--- src/rtl/io_supply_drive_supervisor_core_macros.svh ---
// assertion macros for the i/o supply drive supervisor
// used by io_supply_drive_supervisor_core, expects i_clk and i_rst_n in scope
`ifndef IO_SUPPLY_DRIVE_SUPERVISOR_CORE_MACROS_SVH
`define IO_SUPPLY_DRIVE_SUPERVISOR_CORE_MACROS_SVH

`ifndef SYNTH
`define IOSDS_ASSERT(lbl, cond, msg) \
    lbl: assert property (@(posedge i_clk) disable iff (!i_rst_n) (cond)) else $error(msg);
`define IOSDS_ASSERT_NEXT(lbl, ante, cons, msg) \
    lbl: assert property (@(posedge i_clk) disable iff (!i_rst_n) (ante) |=> (cons)) \
        else $error(msg);
`else
`define IOSDS_ASSERT(lbl, cond, msg)
`define IOSDS_ASSERT_NEXT(lbl, ante, cons, msg)
`endif

`endif

--- src/rtl/iosds_pkg.sv ---
// types and constants of the i/o supply drive supervisor
// no dependencies; imported by io_supply_drive_supervisor_core
`timescale 1ns / 1ps
`default_nettype none

package iosds_pkg;

    typedef enum logic [1:0] {
        CMD_TICK   = 2'd0,
        CMD_TARGET = 2'd1,
        CMD_USB    = 2'd2,
        CMD_DRIVE  = 2'd3
    } t_cmd;

    typedef enum logic [2:0] {
        ST_DISABLED = 3'b001,
        ST_ENABLED  = 3'b010,
        ST_ACTIVE   = 3'b100
    } t_sup_state;

    // reported state codes
    localparam logic [1:0] CODE_DISABLED = 2'd0;
    localparam logic [1:0] CODE_ENABLED  = 2'd1;
    localparam logic [1:0] CODE_ACTIVE   = 2'd2;

    // drive select codes
    localparam logic [1:0] DRV_OFF = 2'd0;
    localparam logic [1:0] DRV_3V3 = 2'd1;
    localparam logic [1:0] DRV_5V  = 2'd2;

    localparam logic [7:0] REQ_3V3 = 8'd1;
    localparam logic [7:0] REQ_5V  = 8'd2;

    // configuration register indexes
    typedef enum logic [2:0] {
        REG_SETTLE_TICKS   = 3'd0,
        REG_REENABLE_BELOW = 3'd1,
        REG_FOREIGN_ABOVE  = 3'd2,
        REG_USB_ON_BELOW   = 3'd3,
        REG_USB_OFF_ABOVE  = 3'd4,
        REG_FIVE_VOLT_MIN  = 3'd5,
        REG_THREE_VOLT_MIN = 3'd6,
        REG_THREE_VOLT_MAX = 3'd7
    } t_reg_idx;

    localparam logic        [15:0] RST_SETTLE_TICKS   = 16'd25000;
    localparam logic signed [11:0] RST_REENABLE_BELOW = 12'sd111;
    localparam logic signed [11:0] RST_FOREIGN_ABOVE  = 12'sd185;
    localparam logic signed [11:0] RST_USB_ON_BELOW   = 12'sd1332;
    localparam logic signed [11:0] RST_USB_OFF_ABOVE  = 12'sd1480;
    localparam logic signed [11:0] RST_FIVE_VOLT_MIN  = 12'sd1630;
    localparam logic signed [11:0] RST_THREE_VOLT_MIN = 12'sd1110;
    localparam logic signed [11:0] RST_THREE_VOLT_MAX = 12'sd1332;

    function automatic logic [1:0] state_code(input t_sup_state st);
        logic [1:0] code;
        unique case (st)
            ST_DISABLED: code = CODE_DISABLED;
            ST_ENABLED:  code = CODE_ENABLED;
            ST_ACTIVE:   code = CODE_ACTIVE;
            default:     code = CODE_DISABLED;
        endcase
        return code;
    endfunction

endpackage

`default_nettype wire

--- src/rtl/io_supply_drive_supervisor_core.sv ---
// i/o supply drive supervisor: sample hysteresis, drive state and settle timer
// depends on iosds_pkg and io_supply_drive_supervisor_core_macros.svh
`timescale 1ns / 1ps
`default_nettype none

// Supervises a target supply driven at 3.3 V or 5 V. Each input beat (tick,
// target sample, usb sample or drive request, selected by tuser) yields exactly
// one result beat carrying the drive state, drive code, power switch level and
// the two report flags. One beat is accepted every clock cycle unless the result
// side stalls; a result leaves through the input register, then the result
// register, and the only loop is the state update between those two registers.
// Backpressure on the result side stalls both registers together. Configuration
// writes are always accepted and should only be made while no beat is in flight.

`include "io_supply_drive_supervisor_core_macros.svh"

module io_supply_drive_supervisor_core
    import iosds_pkg::*;
#(
    parameter int TIMER_BITS = 16
) (
    input  wire logic        i_clk,
    input  wire logic        i_rst_n,
    // input beats
    input  wire logic        i_s_axis_tvalid,
    output logic             o_s_axis_tready,
    input  wire logic [23:0] i_s_axis_tdata,  // sample[11:0], drive_request[19:12], zero
    input  wire logic [1:0]  i_s_axis_tuser,  // cmd[1:0]
    // result beats
    output logic             o_m_axis_tvalid,
    input  wire logic        i_m_axis_tready,
    output logic [7:0]       o_m_axis_tdata,  // drive_state[1:0], drive_code[3:2],
                                              // usb_power_switch[4], list_report_due[5],
                                              // state_report_due[6], zero[7]
    // configuration writes
    input  wire logic        i_cfg_valid,
    output logic             o_cfg_ready,
    input  wire logic [2:0]  i_cfg_index,
    input  wire logic [15:0] i_cfg_data
);

    localparam int CMP_W = (TIMER_BITS > 16) ? TIMER_BITS : 16;

    // configuration
    logic        [15:0] r_settle_ticks;
    logic signed [11:0] r_reenable_below;
    logic signed [11:0] r_foreign_above;
    logic signed [11:0] r_usb_on_below;
    logic signed [11:0] r_usb_off_above;
    logic signed [11:0] r_five_volt_min;
    logic signed [11:0] r_three_volt_min;
    logic signed [11:0] r_three_volt_max;

    // input register
    logic               r_in_valid;
    t_cmd               r_in_cmd;
    logic signed [11:0] r_in_sample;
    logic        [7:0]  r_in_req;

    // supervisor state
    logic signed [11:0]     r_target;
    t_sup_state             r_state;
    logic [1:0]             r_sel;
    logic                   r_switch;
    logic [TIMER_BITS-1:0]  r_count;
    logic                   r_running;

    // next state
    logic signed [11:0]     n_target;
    t_sup_state             n_state;
    logic [1:0]             n_sel;
    logic                   n_switch;
    logic [TIMER_BITS-1:0]  n_count;
    logic                   n_running;
    logic                   n_list_due;
    logic                   n_state_due;

    // result register
    logic       r_out_valid;
    logic [7:0] r_out_data;

    logic advance;
    logic expired;

    assign advance         = !r_out_valid || i_m_axis_tready;
    assign o_s_axis_tready = !r_in_valid || advance;
    assign o_m_axis_tvalid = r_out_valid;
    assign o_m_axis_tdata  = r_out_data;
    assign o_cfg_ready     = 1'b1;

    always_ff @(posedge i_clk) begin
        if (!i_rst_n) begin
            r_settle_ticks   <= RST_SETTLE_TICKS;
            r_reenable_below <= RST_REENABLE_BELOW;
            r_foreign_above  <= RST_FOREIGN_ABOVE;
            r_usb_on_below   <= RST_USB_ON_BELOW;
            r_usb_off_above  <= RST_USB_OFF_ABOVE;
            r_five_volt_min  <= RST_FIVE_VOLT_MIN;
            r_three_volt_min <= RST_THREE_VOLT_MIN;
            r_three_volt_max <= RST_THREE_VOLT_MAX;
        end else if (i_cfg_valid) begin
            unique case (t_reg_idx'(i_cfg_index))
                REG_SETTLE_TICKS:   r_settle_ticks   <= i_cfg_data;
                REG_REENABLE_BELOW: r_reenable_below <= i_cfg_data[11:0];
                REG_FOREIGN_ABOVE:  r_foreign_above  <= i_cfg_data[11:0];
                REG_USB_ON_BELOW:   r_usb_on_below   <= i_cfg_data[11:0];
                REG_USB_OFF_ABOVE:  r_usb_off_above  <= i_cfg_data[11:0];
                REG_FIVE_VOLT_MIN:  r_five_volt_min  <= i_cfg_data[11:0];
                REG_THREE_VOLT_MIN: r_three_volt_min <= i_cfg_data[11:0];
                REG_THREE_VOLT_MAX: r_three_volt_max <= i_cfg_data[11:0];
                default: ;
            endcase
        end
    end

    always_ff @(posedge i_clk) begin
        if (!i_rst_n) begin
            r_in_valid <= 1'b0;
        end else if (o_s_axis_tready) begin
            r_in_valid <= i_s_axis_tvalid;
        end
    end

    always_ff @(posedge i_clk) begin
        if (o_s_axis_tready && i_s_axis_tvalid) begin
            r_in_cmd    <= t_cmd'(i_s_axis_tuser);
            r_in_sample <= i_s_axis_tdata[11:0];
            r_in_req    <= i_s_axis_tdata[19:12];
        end
    end

    // one pass over the item, in the order: command, re-enable, disable, window
    always_comb begin
        n_target    = r_target;
        n_state     = r_state;
        n_sel       = r_sel;
        n_switch    = r_switch;
        n_count     = r_count;
        n_running   = r_running;
        n_list_due  = 1'b0;
        n_state_due = 1'b0;
        expired     = 1'b0;

        unique case (r_in_cmd)
            CMD_TICK: begin
                if (r_running && (r_count != '1)) begin
                    n_count = r_count + TIMER_BITS'(1);
                end
            end
            CMD_TARGET: begin
                n_target = r_in_sample;
            end
            CMD_USB: begin
                if (r_in_sample < r_usb_on_below) begin
                    n_switch = 1'b1;
                end
                if (r_in_sample > r_usb_off_above) begin
                    n_switch = 1'b0;
                end
            end
            CMD_DRIVE: begin
                n_sel   = DRV_OFF;
                n_count = '0;
                if (((r_in_req == REQ_3V3) || (r_in_req == REQ_5V))
                        && (r_state != ST_DISABLED)) begin
                    n_running = 1'b1;
                    n_state   = ST_ACTIVE;
                    n_sel     = r_in_req[1:0];
                end else begin
                    n_running = 1'b0;
                    if (r_state == ST_DISABLED) begin
                        n_list_due = 1'b1;
                    end
                    n_state = ST_ENABLED;
                end
                n_state_due = 1'b1;
            end
            default: ;
        endcase

        if ((n_state == ST_DISABLED) && (n_target < r_reenable_below) && !n_switch) begin
            n_state    = ST_ENABLED;
            n_list_due = 1'b1;
        end

        if (((n_state == ST_ENABLED) && (n_target > r_foreign_above))
                || ((n_state != ST_DISABLED) && n_switch)) begin
            n_sel      = DRV_OFF;
            n_count    = '0;
            n_running  = 1'b0;
            n_state    = ST_DISABLED;
            n_list_due = 1'b1;
        end

        expired = (n_state == ST_ACTIVE) && n_running
                  && (CMP_W'(n_count) >= CMP_W'(r_settle_ticks));

        // out of window: drop as an off request from the active state
        if (expired && (((n_sel == DRV_5V) && (n_target < r_five_volt_min))
                || ((n_sel == DRV_3V3) && ((n_target < r_three_volt_min)
                    || (n_target > r_three_volt_max))))) begin
            n_sel       = DRV_OFF;
            n_count     = '0;
            n_running   = 1'b0;
            n_state     = ST_ENABLED;
            n_state_due = 1'b1;
        end
    end

    always_ff @(posedge i_clk) begin
        if (!i_rst_n) begin
            r_target  <= '0;
            r_state   <= ST_ENABLED;
            r_sel     <= DRV_OFF;
            r_switch  <= 1'b1;
            r_count   <= '0;
            r_running <= 1'b0;
        end else if (r_in_valid && advance) begin
            r_target  <= n_target;
            r_state   <= n_state;
            r_sel     <= n_sel;
            r_switch  <= n_switch;
            r_count   <= n_count;
            r_running <= n_running;
        end
    end

    always_ff @(posedge i_clk) begin
        if (!i_rst_n) begin
            r_out_valid <= 1'b0;
        end else if (advance) begin
            r_out_valid <= r_in_valid;
        end
    end

    always_ff @(posedge i_clk) begin
        if (r_in_valid && advance) begin
            r_out_data <= {1'b0, n_state_due, n_list_due, n_switch, n_sel,
                           state_code(n_state)};
        end
    end

    `IOSDS_ASSERT(a_sel_only_active, (r_sel == DRV_OFF) || (r_state == ST_ACTIVE), "drive code set outside active state")
    `IOSDS_ASSERT(a_timer_only_active, !r_running || (r_state == ST_ACTIVE), "settle timer running outside active state")
    `IOSDS_ASSERT_NEXT(a_item_to_result, r_in_valid && advance, r_out_valid, "held item produced no result beat")
    `IOSDS_ASSERT_NEXT(a_stall_holds_item, r_in_valid && !advance, r_in_valid, "stalled item lost from input register")

endmodule

`default_nettype wire

--- config.mk ---
export PLATFORM = sky130hd
export DESIGN_NAME = io_supply_drive_supervisor_core
export DESIGN_NICKNAME = d
export VERILOG_FILES = /design/src/rtl/iosds_pkg.sv /design/src/rtl/io_supply_drive_supervisor_core.sv
export VERILOG_INCLUDE_DIRS = /design/src /design/src/rtl
export SDC_FILE = /design/constraint.sdc
export NUM_CORES = 1
export LEC_CHECK = 0
export BUFFER_PORTS_ARGS = -buffer_cell sky130_fd_sc_hd__buf_4
export CORE_ASPECT_RATIO = 1.25
export CORE_UTILIZATION = 35
export CTS_CLUSTER_DIAMETER = 80
export DETAILED_ROUTE_END_ITERATION = 16
export GPL_TIMING_DRIVEN = 0
export SLEW_MARGIN = 5
export SYNTH_ARGS = -nofsm -noshare
export SYNTH_HDL_FRONTEND = slang
export SYNTH_SLANG_ARGS = --single-unit
--- constraint.sdc ---
create_clock -name i_clk -period 11.8 [get_ports i_clk]
set_input_delay 3.54 -clock i_clk [delete_from_list [all_inputs] [get_ports i_clk]]
set_output_delay 3.54 -clock i_clk [all_outputs]
set_load 0.02 [all_outputs]
* Word level (Yosys, flattened, before mapping)
Cells that the tools add are included.
** Operators by class
- Add/sub/neg operators :: 1
- $mul :: 0
- Div/mod/pow operators :: 0
- Magnitude comparators :: 8
- Equality and inequality tests :: 23
- Shift operators :: 0
- Mux-type cells :: 26
- Bitwise gates (word level) :: 0
- Reduce and logical (&&, ||, !) cells :: 33
** Operators by type and width (number)
- $lt A12 B12 Y1 :: 4
- $mux W16 :: 3
- $gt A12 B12 Y1 :: 3
- $pmux W16 S2 :: 1
- $eq A3 B3 Y1 const B :: 6
- $add A16 B1 Y16 const B :: 1
- $ge A16 B16 Y1 :: 1
- $ne A16 B16 Y1 const B :: 1
- $reduce_and A2 Y1 :: 8
- $mux W3 :: 5
- $logic_and A1 B1 Y1 :: 13
- $eq A3 B2 Y1 const B :: 4
- $mux W12 :: 1
- $mux W1 :: 11
- $eq A3 B1 Y1 const B :: 3
- $eq A8 B1 Y1 const B :: 1
- $eq A8 B2 Y1 const B :: 1
- $mux W2 :: 4
- $eq A2 B2 Y1 const B :: 3
- $logic_or A1 B1 Y1 :: 6
- $ne A3 B1 Y1 const B :: 2
- $eq A2 B1 Y1 const B :: 2
- $pmux W2 S2 :: 1
- $logic_not A1 Y1 :: 3
- other kinds (3) :: 3
** Storage, ports and cells
- Flip-flop bits (word level) :: 166
- Latch bits :: 0
- Memory bits (writable) :: 0
- ROM bits :: 0
- Bits of input ports :: 50
- Output and inout bits :: 11
- Memories kept :: 0

* Longest topological paths before layout
Gate-level depths: netlist of the first run.
- Depth in word-level cells :: 20
- Mapped depth :: 26
- Gate-level depth less buffers :: 22

* Least setup slack after synthesis of the first run
OpenSTA, ideal clock, no wires.
- Kind :: input to output
- Start point :: in i_m_axis_tready
- End point :: out o_s_axis_tready
- Data arrival time :: 3.892 ns
- Required time :: 8.260 ns
- Setup slack :: 4.368 ns
- Stages :: 2
- Buffers on the path :: 0
- Cells stage by stage :: nor2b_1 nand2_1
** On the way
- Cells in the longest elaborated chain, start to end :: 2
** Ends and longest elaborated chain
- start: declaration :: RTL line io_supply_drive_supervisor_core.sv:31 : input wire logic i_m_axis_tready,
- $logic_or A1 B1 Y1 :: RTL line io_supply_drive_supervisor_core.sv:85 : assign advance = !r_out_valid || i_m_axis_tready;
- $logic_or A1 B1 Y1 :: RTL line io_supply_drive_supervisor_core.sv:86 : assign o_s_axis_tready = !r_in_valid || advance;
- end: declaration :: RTL line io_supply_drive_supervisor_core.sv:26 : output logic o_s_axis_tready,
No other way between the ends.

* Final worst setup path of the first run
Ends and elaborated chain as after synthesis.

==> key figures, run 1 <==
STA
  – Setup TNS Final: 0 ps
  – FMAX: 0.131 GHz
  – Setup clock skew after layout: 14.5 ps
  – Final setup viols: 0
  – Max transition margin: 14.7%
  – Slew @ Worst Pin: 1270 ps
  – RSZ-0062 raised after global routing: false
  – Final Max Slew Viols: 0
  – Final period util: 64.7%
  – Period minus WS final: 7630 ps
  – Final hold vios: 0

Worst setup path
  – Max stage delay on crit path: 190 ps
  – CP max-delay cell: nor2b_1
  – Crit start category: input port
  – Critical path fanouts, max: 4
  – FF-to-FF path depth: 24
  – CP Data Arrival Time: 4090 ps
  – Critical Path, Cell by Cell: buf_4 -> nor2b_1 -> nand2_1 -> buf_4
  – Cell family with most CP delay: simple AND/OR/NAND/NOR gates
  – WP buf/inv: 2
  – CP endpoint kind: primary output
  – RR Startpoint: r_in_cmd[1]$_DFFE_PP_
  – Crit path required time: 8260 ps
  – R2R setup slack: 5160 ps
  – Kind of critical path: in -> out
  – CP dominant cell by count: buf_4
  – Worst r2r dst: r_count[10]$_SDFFE_PN0P_

Pwr
  – Maximum VDD drop: 0.0881 mV
  – PwrDens: 130 nW/µm²
  – Pleak: 0.00422 µW

Placement
  – Placed cell area: 9830 µm²
  – PortBufs: 39
  – Hpwl dp: 18800 µm
  – RePlAce Congestion: 0.848

Yosys
  – Sequential area share after synthesis: 39.6%
  – Ys async rst share: 0%
  – Post-Syn Area per Cell: 8.32 µm²
  – Post-synth EDFFs: 29
  – Synth cell types: 69
  – Synthesis-stage register bit count: 166
  – Mapped Nets: 1246
  – Area leader, netlist: dfxtp_1
  – Count leader, synth: nand2_1
  – Most common library cells after synthesis: nand2_1 (238), dfxtp_1 (137), a21oi_1 (114)
  – Mapped cell area: 9110 µm²
  – Cells after Synth: 1095
  – Area contributors post-synth: dfxtp_1 (30%), ha_1 (14%), nand2_1 (9.8%)
  – Total number of yosys warnings: 0
  – Main synth FF type: dfxtp_1
  – Share of the synthesized area in the top cell type: 30.1%

Drt
  – Wire per inst: 17.2 µm
  – # DRC: 0
  – Pre-antenna DRT Iters: 5
  – Detail Route Antenna Nets: 0
  – Avg Vias per Cell: 5.17
  – WL final: 25900 µm
  – Initial DRC Count: 489
  – Vias: 7756

Floorplan
  – Die area: 26700 µm²
  – # IOs: 61
  – Initial Util: 35.9%
  – Die X: 146 µm
  – Number of core rows: 65
  – Floorplan core area: 25400 µm²
  – Die Y: 182 µm

Layout
  – Area Overhead vs Synth: 14.8%
  – Layout cells sized above 1: 9.78%
  – Design Area, Final: 10500 µm²
  – Antenna Cells: 0
  – Layout net count: 1304
  – Final Util: 41.2%

Clock tree
  – Clock sinks: 166
  – Post-CTS Resized: 0
  – Clock Latency Late Sink: 450 ps
  – H-tree depth: 4
  – Setup bufs post-CTS: 0
  – Hold_buf cts: 0
  – Worst-path clk slew: 60 ps
  – Total CTS buffers: 17
  – CTS tree: built
  – CTS root buf: clkbuf_16
  – Clk buf depth: 2

Hold path
  – Hold Crit Start: r_settle_ticks[4]$_SDFFE_PN0P_
  – Hold Path End: r_settle_ticks[4]$_SDFFE_PN0P_
  – Worst hold stages: 2
  – Min-delay worst type: reg -> reg

Global routing
  – Initial antenna violation count: 0
  – Total congestion overflow: 0
  – Tot GR Track Use: 20.1%
  – First-pass GRT wire length: 40500 µm
  – Largest net degree at the start of global routing: 23
  – Vias in the first global route: 7464

Job
  – Number of max-cap violations: 0

Status
  – Status: finished, final reports clean
power breakdown:
group / switching, µW / internal, µW / total (µW)
Sequential: 9.55 / 595 / 604
Clock: 253 / 351 / 604
Combinational: 102 / 54.8 / 156
flip-flops by register name, summed over array words and instances, names as in the netlist, 12 cells and up:
signal / flops
r_count: 16
r_usb_off_above: 12
r_usb_on_below: 12
r_in_sample: 12
r_foreign_above: 12
r_three_volt_min: 12
r_five_volt_min: 12
r_three_volt_max: 12
r_target: 12
r_reenable_below: 12
r_settle_ticks: 16
stage by stage:
| step | hold slack [ps] | power, µW | std cells | setup WS, ps |
|---|---|---|---|---|
| 6_report | 455 | 1360 | 1501 | 4170 |
| 5_1_grt | 474 | 1410 | 1501 | 4100 |
| 4_1_cts | 456 | 1370 | 1501 | 4150 |
| 3_5_place_dp | 447 | 773 | 1469 | 4150 |
| 3_3_place_gp | 439 | 770 | 1469 | 4150 |
| 2_1_floorplan | 434 | 715 | 1095 | 4370 |
layer usage:
layer | vias up | part of all wire, % | track usage [%]
li1 | 3874 | - | -
met1 | 3664 | 43 | 24.0
met2 | 168 | 49 | 34.6
met3 | 50 | 4.0 | 3.85
met4 | 0 | 3.8 | 9.75
met5 | - | 0 | 0
worst min-delay path, delay by kind of cell (launching register included):
family | cells | cell delay [ps]
and+or+nand+nor | 1 | 50
DFF | 1 | 310
AOI/OAI and AO/OA | 1 | 50
worst max-delay path by stage:
| stage | start | to | slack (ps) | cells past startpoint |
|---|---|---|---|---|
| global route | i_m_axis_tready | o_s_axis_tready | 4100 | 4 |
| detailed placement | i_m_axis_tready | o_s_axis_tready | 4150 | 4 |
| CTS | i_m_axis_tready | o_s_axis_tready | 4150 | 4 |
| finish | i_m_axis_tready | o_s_axis_tready | 4170 | 4 |
| global placement | i_m_axis_tready | o_s_axis_tready | 4150 | 4 |
| floorplan | i_m_axis_tready | o_s_axis_tready | 4370 | 2 |
cell usage in the layout (no fill, tap or decap), drive strengths merged, types with 13 or more instances in the layout:
master    n
o21ai    24
a21oi   115
dfxtp   137
clkbuf   60
nand4    16
o211ai   45
nand2b   13
edfxtp   29
nand2   238
ha      101
buf      49
nand3    21
inv     113
nor2     46
layout make-up:
cell class,instances,area (µm²)
inverters,108,405
flip-flops and latches,166,3610
plain buffers,52,233
fillers,2627,14900
well taps,335,419
multi-input cells,769,4860
clock buffers,18,450
clock inverters,14,183
repair buffers,39,293
logic make-up (layout without fill, tap and decap cells):
family,count (synthesis),count (layout),synth area share [%]
other,2,2,0.0824
xor gates and xnor gates,14,14,1.35
and+or+nand+nor,395,395,19.2
muxes,14,14,1.74
AOI/OAI and AO/OA,243,243,17.1
adders and majority gates,101,101,13.9
buffers and inverters,160,231,7.00
DFF,166,166,39.6
Power figures use the tool's default switching activity.
==> inputs of run 2 (changes only) <==
==> constraint.sdc (replaced) <==
create_clock -name i_clk -period 6.32 [get_ports i_clk]
set_input_delay 1.896 -clock i_clk [delete_from_list [all_inputs] [get_ports i_clk]]
set_output_delay 1.896 -clock i_clk [all_outputs]
set_load 0.02 [all_outputs]
==> key figures, run 2 (synthesis gave the netlist of run 1 again) <==
STA
  – Slew @ Worst Pin: 1300 ps (was 1270 ps)
  – Max transition margin: 12.9% (was 14.7%)
  – Final WS setup: 331 ps (was 4170 ps)
  – FMAX: 0.167 GHz
  – Setup TNS Final: 0 ps (unchanged)
  – Setup clock skew after layout: 14.4 ps (was 14.5 ps)
  – Period minus WS final: 5990 ps
  – Final setup viols: 0 (unchanged)
  – Final Max Slew Viols: 0 (unchanged)
  – Final hold vios: 0 (unchanged)
  – Min Hold Slack: 455 ps (about the same)
  – RSZ-0062 raised after global routing: false (unchanged)
  – Final period util: 94.8%

Worst setup path
  – FF-to-FF path depth: 24 (unchanged)
  – Kind of critical path: reg -> reg (was in -> out)
  – CP Data Arrival Time: 6360 ps (was 4090 ps)
  – CP endpoint kind: flip-flop (was primary output)
  – Critical path fanouts, max: 10 (was 4)
  – Crit path required time: 6690 ps (was 8260 ps)
  – Crit start category: flip-flop (was input port)

Layout
  – Cell Count, Final, Fillers Out: 1504 (was 1501)
  – Antenna Cells: 0 (unchanged)
  – Layout cells sized above 1: 10.4% (was 9.78%)
  – Most common cell after layout, fill and taps aside: nand2_1 (unchanged)
  – Largest regs: r_count (16), r_settle_ticks (16) (unchanged)
  – Most frequent cells in the layout: nand2_1 (238), dfxtp_1 (137), a21oi_1 (114) (unchanged)
  – Area Overhead vs Synth: 15.2% (was 14.8%)
  – Layout net count: 1307 (was 1304)

Clock tree
  – H-tree depth: 4 (unchanged)
  – Hold_buf cts: 0 (unchanged)
  – Total CTS buffers: 17 (unchanged)
  – Worst-path clk slew: 70 ps (was 60 ps)
  – CTS tree: built (unchanged)
  – Clk buf depth: 2 (unchanged)
  – Clock sinks: 166 (unchanged)
  – CTS root buf: clkbuf_16 (unchanged)
  – Clock Latency Late Sink: 440 ps (was 450 ps)

Drt
  – Avg Vias per Cell: 5.19 (was 5.17)
  – WL final: 25900 µm (about the same)
  – Detail Route Antenna Nets: 0 (unchanged)
  – Wire per inst: 17.2 µm (about the same)
  – # DRC: 0 (unchanged)
  – Pre-antenna DRT Iters: 5 (unchanged)
  – Initial DRC Count: 513 (was 489)
  – Vias: 7801 (was 7756)

Floorplan
  – Die Y: 182 µm (unchanged)
  – Floorplan core area: 25400 µm² (unchanged)
  – Die X: 146 µm (unchanged)
  – Number of core rows: 65 (unchanged)
  – Initial Util: 35.9% (unchanged)
  – # IOs: 61 (unchanged)
  – Die area: 26700 µm² (unchanged)

Global routing
  – First-pass GRT wire length: 40500 µm (about the same)
  – Total congestion overflow: 0 (unchanged)
  – Initial antenna violation count: 0 (unchanged)
  – Largest net degree at the start of global routing: 23 (unchanged)
  – Tot GR Track Use: 20.1% (unchanged)
  – Vias in the first global route: 7477 (was 7464)

Placement
  – Dpl ws: -273 ps (was 4150 ps)
  – Hpwl dp: 18800 µm (unchanged)
  – RePlAce Congestion: 0.848 (unchanged)
  – DP Cell Count: 1469 (unchanged)
  – PortBufs: 39 (unchanged)

Status
  – Status: finished, final reports clean (unchanged)

Pwr
  – Pleak: 0.00424 µW (was 0.00422 µW)
  – Final Total Pwr: 2550 µW (was 1360 µW)
  – PwrDens: 243 nW/µm² (was 130 nW/µm²)
  – Maximum VDD drop: 0.163 mV (was 0.0881 mV)

Hold path
  – Min-delay worst type: reg -> reg (unchanged)
  – Worst hold stages: 2 (unchanged)

Job
  – Number of max-cap violations: 0 (unchanged)
run 2: final cells by class:
class	count	area, µm²
Timing Repair Buffer	42	315
Clock buffer	18	450
Clock inverter	14	183
Fill cell	2628	14900
Multi-Input combinational cell	769	4880
Inverter	108	405
Buffer	52	236
Sequential cell	166	3610
Tap cell	335	419
run 2: final timing paths:
check / slack, ps / to / from
max: 330 / r_state[2]$_SDFFE_PN0P_ / r_in_cmd[1]$_DFFE_PP_
min: 450 / r_settle_ticks[4]$_SDFFE_PN0P_ / r_settle_ticks[4]$_SDFFE_PN0P_
max reg2reg: 330 / r_state[2]$_SDFFE_PN0P_ / r_in_cmd[1]$_DFFE_PP_
min reg2reg: 450 / r_settle_ticks[4]$_SDFFE_PN0P_ / r_settle_ticks[4]$_SDFFE_PN0P_
run 2: report_power, final:
part           internal, µW  total [µW]  switching (µW)
sequential             1110        1130            17.8
combinational           105         296             190
clock                   655        1120             470
total                  1870        2550             678
run 2: timing repair:
item                                    CTS  global route
pin swaps                                 1             1
endpoints found under the setup margin   24            25
buffers inserted                          1             2
gates resized for setup                   1             6
run 2: worst max-delay path, stage by stage (launching register included):
cell and delay [ps]:
edfxtp_1 430, inv_1 100, ha_1 290, clkbuf_4 290, mux2_2 470, ha_1 330, nand3_1 90, or3_1 400
o311ai_1 340, a21oi_2 130, a211o_2 410, buf_6 160, buf_2 160, nor2_1 160, ha_1 270, a211oi_1 210
o21ai_0 180, a211oi_1 200, o21ai_1 140, nand2_1 130, a311oi_4 60, buf_4 180, a211o_4 340, or3_1 310
a21oi_1 120
run 2: per-stage QoR:
step           utilization, %  cell area (µm²)
2_1_floorplan               -             9110
3_3_place_gp             38.7             9830
3_5_place_dp             38.7             9830
4_1_cts                  41.3            10500
5_1_grt                  41.4            10500
6_report                 41.4            10500
run 2: layer usage:
metal,GRT usage [%],vias to the layer above,part of all wire (%)
met4,9.67,0,3.8
met5,0,-,0
met3,3.72,50,4.4
met2,34.6,179,49
met1,24.0,3686,43
li1,-,3886,-
==> inputs of run 3 (changes only) <==
--- a/config.mk
+++ b/config.mk
@@ -12,6 +12,7 @@
 export CTS_CLUSTER_DIAMETER = 80
 export DETAILED_ROUTE_END_ITERATION = 16
 export GPL_TIMING_DRIVEN = 0
+export MAX_ROUTING_LAYER = met4
 export SLEW_MARGIN = 5
 export SYNTH_ARGS = -nofsm -noshare
 export SYNTH_HDL_FRONTEND = slang
==> key figures, run 3 (synthesis gave the netlist of run 1 again) <==
Floorplan
  – Die X: 146 µm (unchanged)
  – Floorplan core area: 25400 µm² (unchanged)
  – Initial Util: 35.9% (unchanged)
  – Die Y: 182 µm (unchanged)
  – Number of core rows: 65 (unchanged)
  – # IOs: 61 (unchanged)
  – Die area: 26700 µm² (unchanged)

STA
  – Final Max Slew Viols: 0 (unchanged)
  – Final period util: 94.7% (was 94.8%)
  – Final WS setup: 337 ps (was 331 ps)
  – Max transition margin: 12.4% (was 12.9%)
  – Final hold vios: 0 (unchanged)
  – Period minus WS final: 5980 ps (was 5990 ps)
  – Slew @ Worst Pin: 1300 ps (about the same)
  – Setup clock skew after layout: 14.2 ps (was 14.4 ps)
  – Min Hold Slack: 455 ps (about the same)
  – Final setup viols: 0 (unchanged)
  – FMAX: 0.167 GHz (about the same)
  – RSZ-0062 raised after global routing: false (unchanged)

Worst setup path
  – CP Data Arrival Time: 6350 ps (was 6360 ps)
  – Worst r2r dst: r_state[2]$_SDFFE_PN0P_ (unchanged)
  – Max stage delay on crit path: 470 ps (about the same)
  – R2R setup slack: 340 ps (was 330 ps)
  – Crit start category: flip-flop (unchanged)
  – FF-to-FF path depth: 24 (unchanged)
  – Kind of critical path: reg -> reg (unchanged)
  – CP dominant cell by count: ha_1 (unchanged)
  – RR Startpoint: r_in_cmd[1]$_DFFE_PP_ (unchanged)
  – Critical Path, Cell by Cell: inv_1 -> ha_1 -> clkbuf_4 -> mux2_2 -> ha_1 -> nand3_1 -> or3_1 -> o311ai_1 -> a21oi_2 -> a211o_2 -> buf_6 -> buf_2 -> nor2_1 -> ha_1 -> a211oi_1 -> o21ai_0 -> a211oi_1 -> o21ai_1 -> nand2_1 -> a311oi_4 -> buf_4 -> a211o_4 -> or3_1 -> a21oi_1 (unchanged)
  – CP endpoint kind: flip-flop (unchanged)
  – Critical path fanouts, max: 10 (unchanged)
  – CP max-delay cell: mux2_2 (unchanged)
  – Crit path required time: 6690 ps (about the same)

Clock tree
  – CTS tree: built (unchanged)
  – Clk buf depth: 2 (unchanged)
  – Clock sinks: 166 (unchanged)
  – Hold_buf cts: 0 (unchanged)
  – Total CTS buffers: 17 (unchanged)
  – CTS root buf: clkbuf_16 (unchanged)
  – Worst-path clk slew: 70 ps (about the same)
  – H-tree depth: 4 (unchanged)
  – Clock Latency Late Sink: 440 ps (about the same)

Drt
  – WL final: 25800 µm (was 25900 µm)
  – Wire per inst: 17.2 µm (about the same)
  – Pre-antenna DRT Iters: 5 (unchanged)
  – Detail Route Antenna Nets: 0 (unchanged)
  – # DRC: 0 (unchanged)
  – Avg Vias per Cell: 5.16 (was 5.19)
  – Vias: 7768 (was 7801)
  – Initial DRC Count: 518 (was 513)

Hold path
  – Hold Crit Start: r_settle_ticks[4]$_SDFFE_PN0P_ (unchanged)
  – Worst hold stages: 2 (unchanged)
  – Min-delay worst type: reg -> reg (unchanged)
  – Hold Path End: r_settle_ticks[4]$_SDFFE_PN0P_ (unchanged)

Layout
  – Cell Count, Final, Fillers Out: 1504 (unchanged)
  – Layout net count: 1307 (unchanged)
  – Area Overhead vs Synth: 15.2% (unchanged)
  – Fillers: 2628 (unchanged)
  – Layout cells sized above 1: 10.4% (unchanged)
  – Design Area, Final: 10500 µm² (unchanged)
  – Most frequent cells in the layout: nand2_1 (238), dfxtp_1 (137), a21oi_1 (114) (unchanged)
  – Antenna Cells: 0 (unchanged)
  – Most common cell after layout, fill and taps aside: nand2_1 (unchanged)
  – Largest regs: r_count (16), r_settle_ticks (16) (unchanged)

Global routing
  – Largest net degree at the start of global routing: 23 (unchanged)
  – Vias in the first global route: 7470 (was 7477)
  – First-pass GRT wire length: 40500 µm (about the same)
  – Initial antenna violation count: 0 (unchanged)
  – Tot GR Track Use: 20.7% (was 20.1%)
  – Total congestion overflow: 0 (unchanged)

Status
  – Status: finished, final reports clean (unchanged)

Placement
  – Hpwl dp: 18800 µm (unchanged)
  – PortBufs: 39 (unchanged)
  – DP Cell Count: 1469 (unchanged)
  – Placed cell area: 9830 µm² (unchanged)
  – Dpl ws: -273 ps (unchanged)
  – RePlAce Congestion: 0.861 (was 0.848)

Pwr
  – Pleak: 0.00424 µW (unchanged)
  – Combinational power share: 11.6% (about the same)
  – Switch share: 26.6% (about the same)
  – Power share of the sequential group: 44.3% (about the same)
  – Maximum VDD drop: 0.163 mV (about the same)
  – Total net switching power: 678 µW (about the same)
  – Clock network power share: 44.1% (about the same)
  – Int Power: 1870 µW (about the same)
  – PwrDens: 243 nW/µm² (about the same)

Job
  – Number of max-cap violations: 0 (unchanged)
[run 3: cell counts in the layout (fill, tap and decap cells not counted)]
Identical to the previous run, type by type.
[run 3: metrics by stage]
stage	power (µW)	setup TNS (ps)	utilization [%]
2_1_floorplan	1330	0	-
3_3_place_gp	1440	-4400	38.7
3_5_place_dp	1440	-4910	38.7
4_1_cts	2570	0	41.3
5_1_grt	2640	0	41.4
6_report	2550	0	41.4
[run 3: cell type report]
cell class / count / area, µm² / area share, %
Multi-Input combinational cell: 769 / 4880 / 46.4
Sequential cell: 166 / 3610 / 34.4
Tap cell: 335 / 419 / 3.99
Buffer: 52 / 236 / 2.25
Inverter: 108 / 405 / 3.86
Timing Repair Buffer: 42 / 315 / 3.00
Clock inverter: 14 / 183 / 1.74
Clock buffer: 18 / 450 / 4.29
[run 3: how the worst max path moves through the flow]
stage,depth (start not counted),endpoint,start
floorplan,24,r_state[2]$_SDFFE_PN0P_,r_in_cmd[1]$_DFFE_PP_
global placement,24,r_count[13]$_SDFFE_PN0P_,r_in_cmd[1]$_DFFE_PP_
detailed placement,24,r_count[10]$_SDFFE_PN0P_,r_in_cmd[1]$_DFFE_PP_
CTS,24,r_count[10]$_SDFFE_PN0P_,r_in_cmd[1]$_DFFE_PP_
global route,24,r_state[2]$_SDFFE_PN0P_,r_in_cmd[1]$_DFFE_PP_
finish,24,r_state[2]$_SDFFE_PN0P_,r_in_cmd[1]$_DFFE_PP_
[run 3: power groups by stage]
| stage | combinational (µW) | clock, µW | sequential (µW) |
|---|---|---|---|
| finish | 296 | 1120 | 1130 |
| global route | 328 | 1180 | 1130 |
| floorplan | 185 | 0 | 1150 |
| global placement | 287 | 0 | 1150 |
| CTS | 294 | 1140 | 1130 |
| detailed placement | 291 | 0 | 1150 |
[run 3: what timing repair did]
item	4_1_cts	5_1_grt
resized for setup	1	6
pin swaps	1	1
setup endpoints to repair	24	25
setup buffers	1	2
[run 3: routing by layer]
layer,track usage [%],vias up,wire (µm)
li1,-,3886,-
met1,24.1,3660,11100
met2,34.6,174,12700
met3,3.72,48,1100
met4,9.67,0,929
met5,-,-,0
[run 3: worst max-delay path: cells and delay by family (launching register included)]
family,cells,cell delay (ps)
AOI/OAI and AO/OA,10,2130
adders and majority gates,3,890
buffers and inverters,5,880
DFF,1,430
muxes,1,470
and+or+nand+nor,5,1090
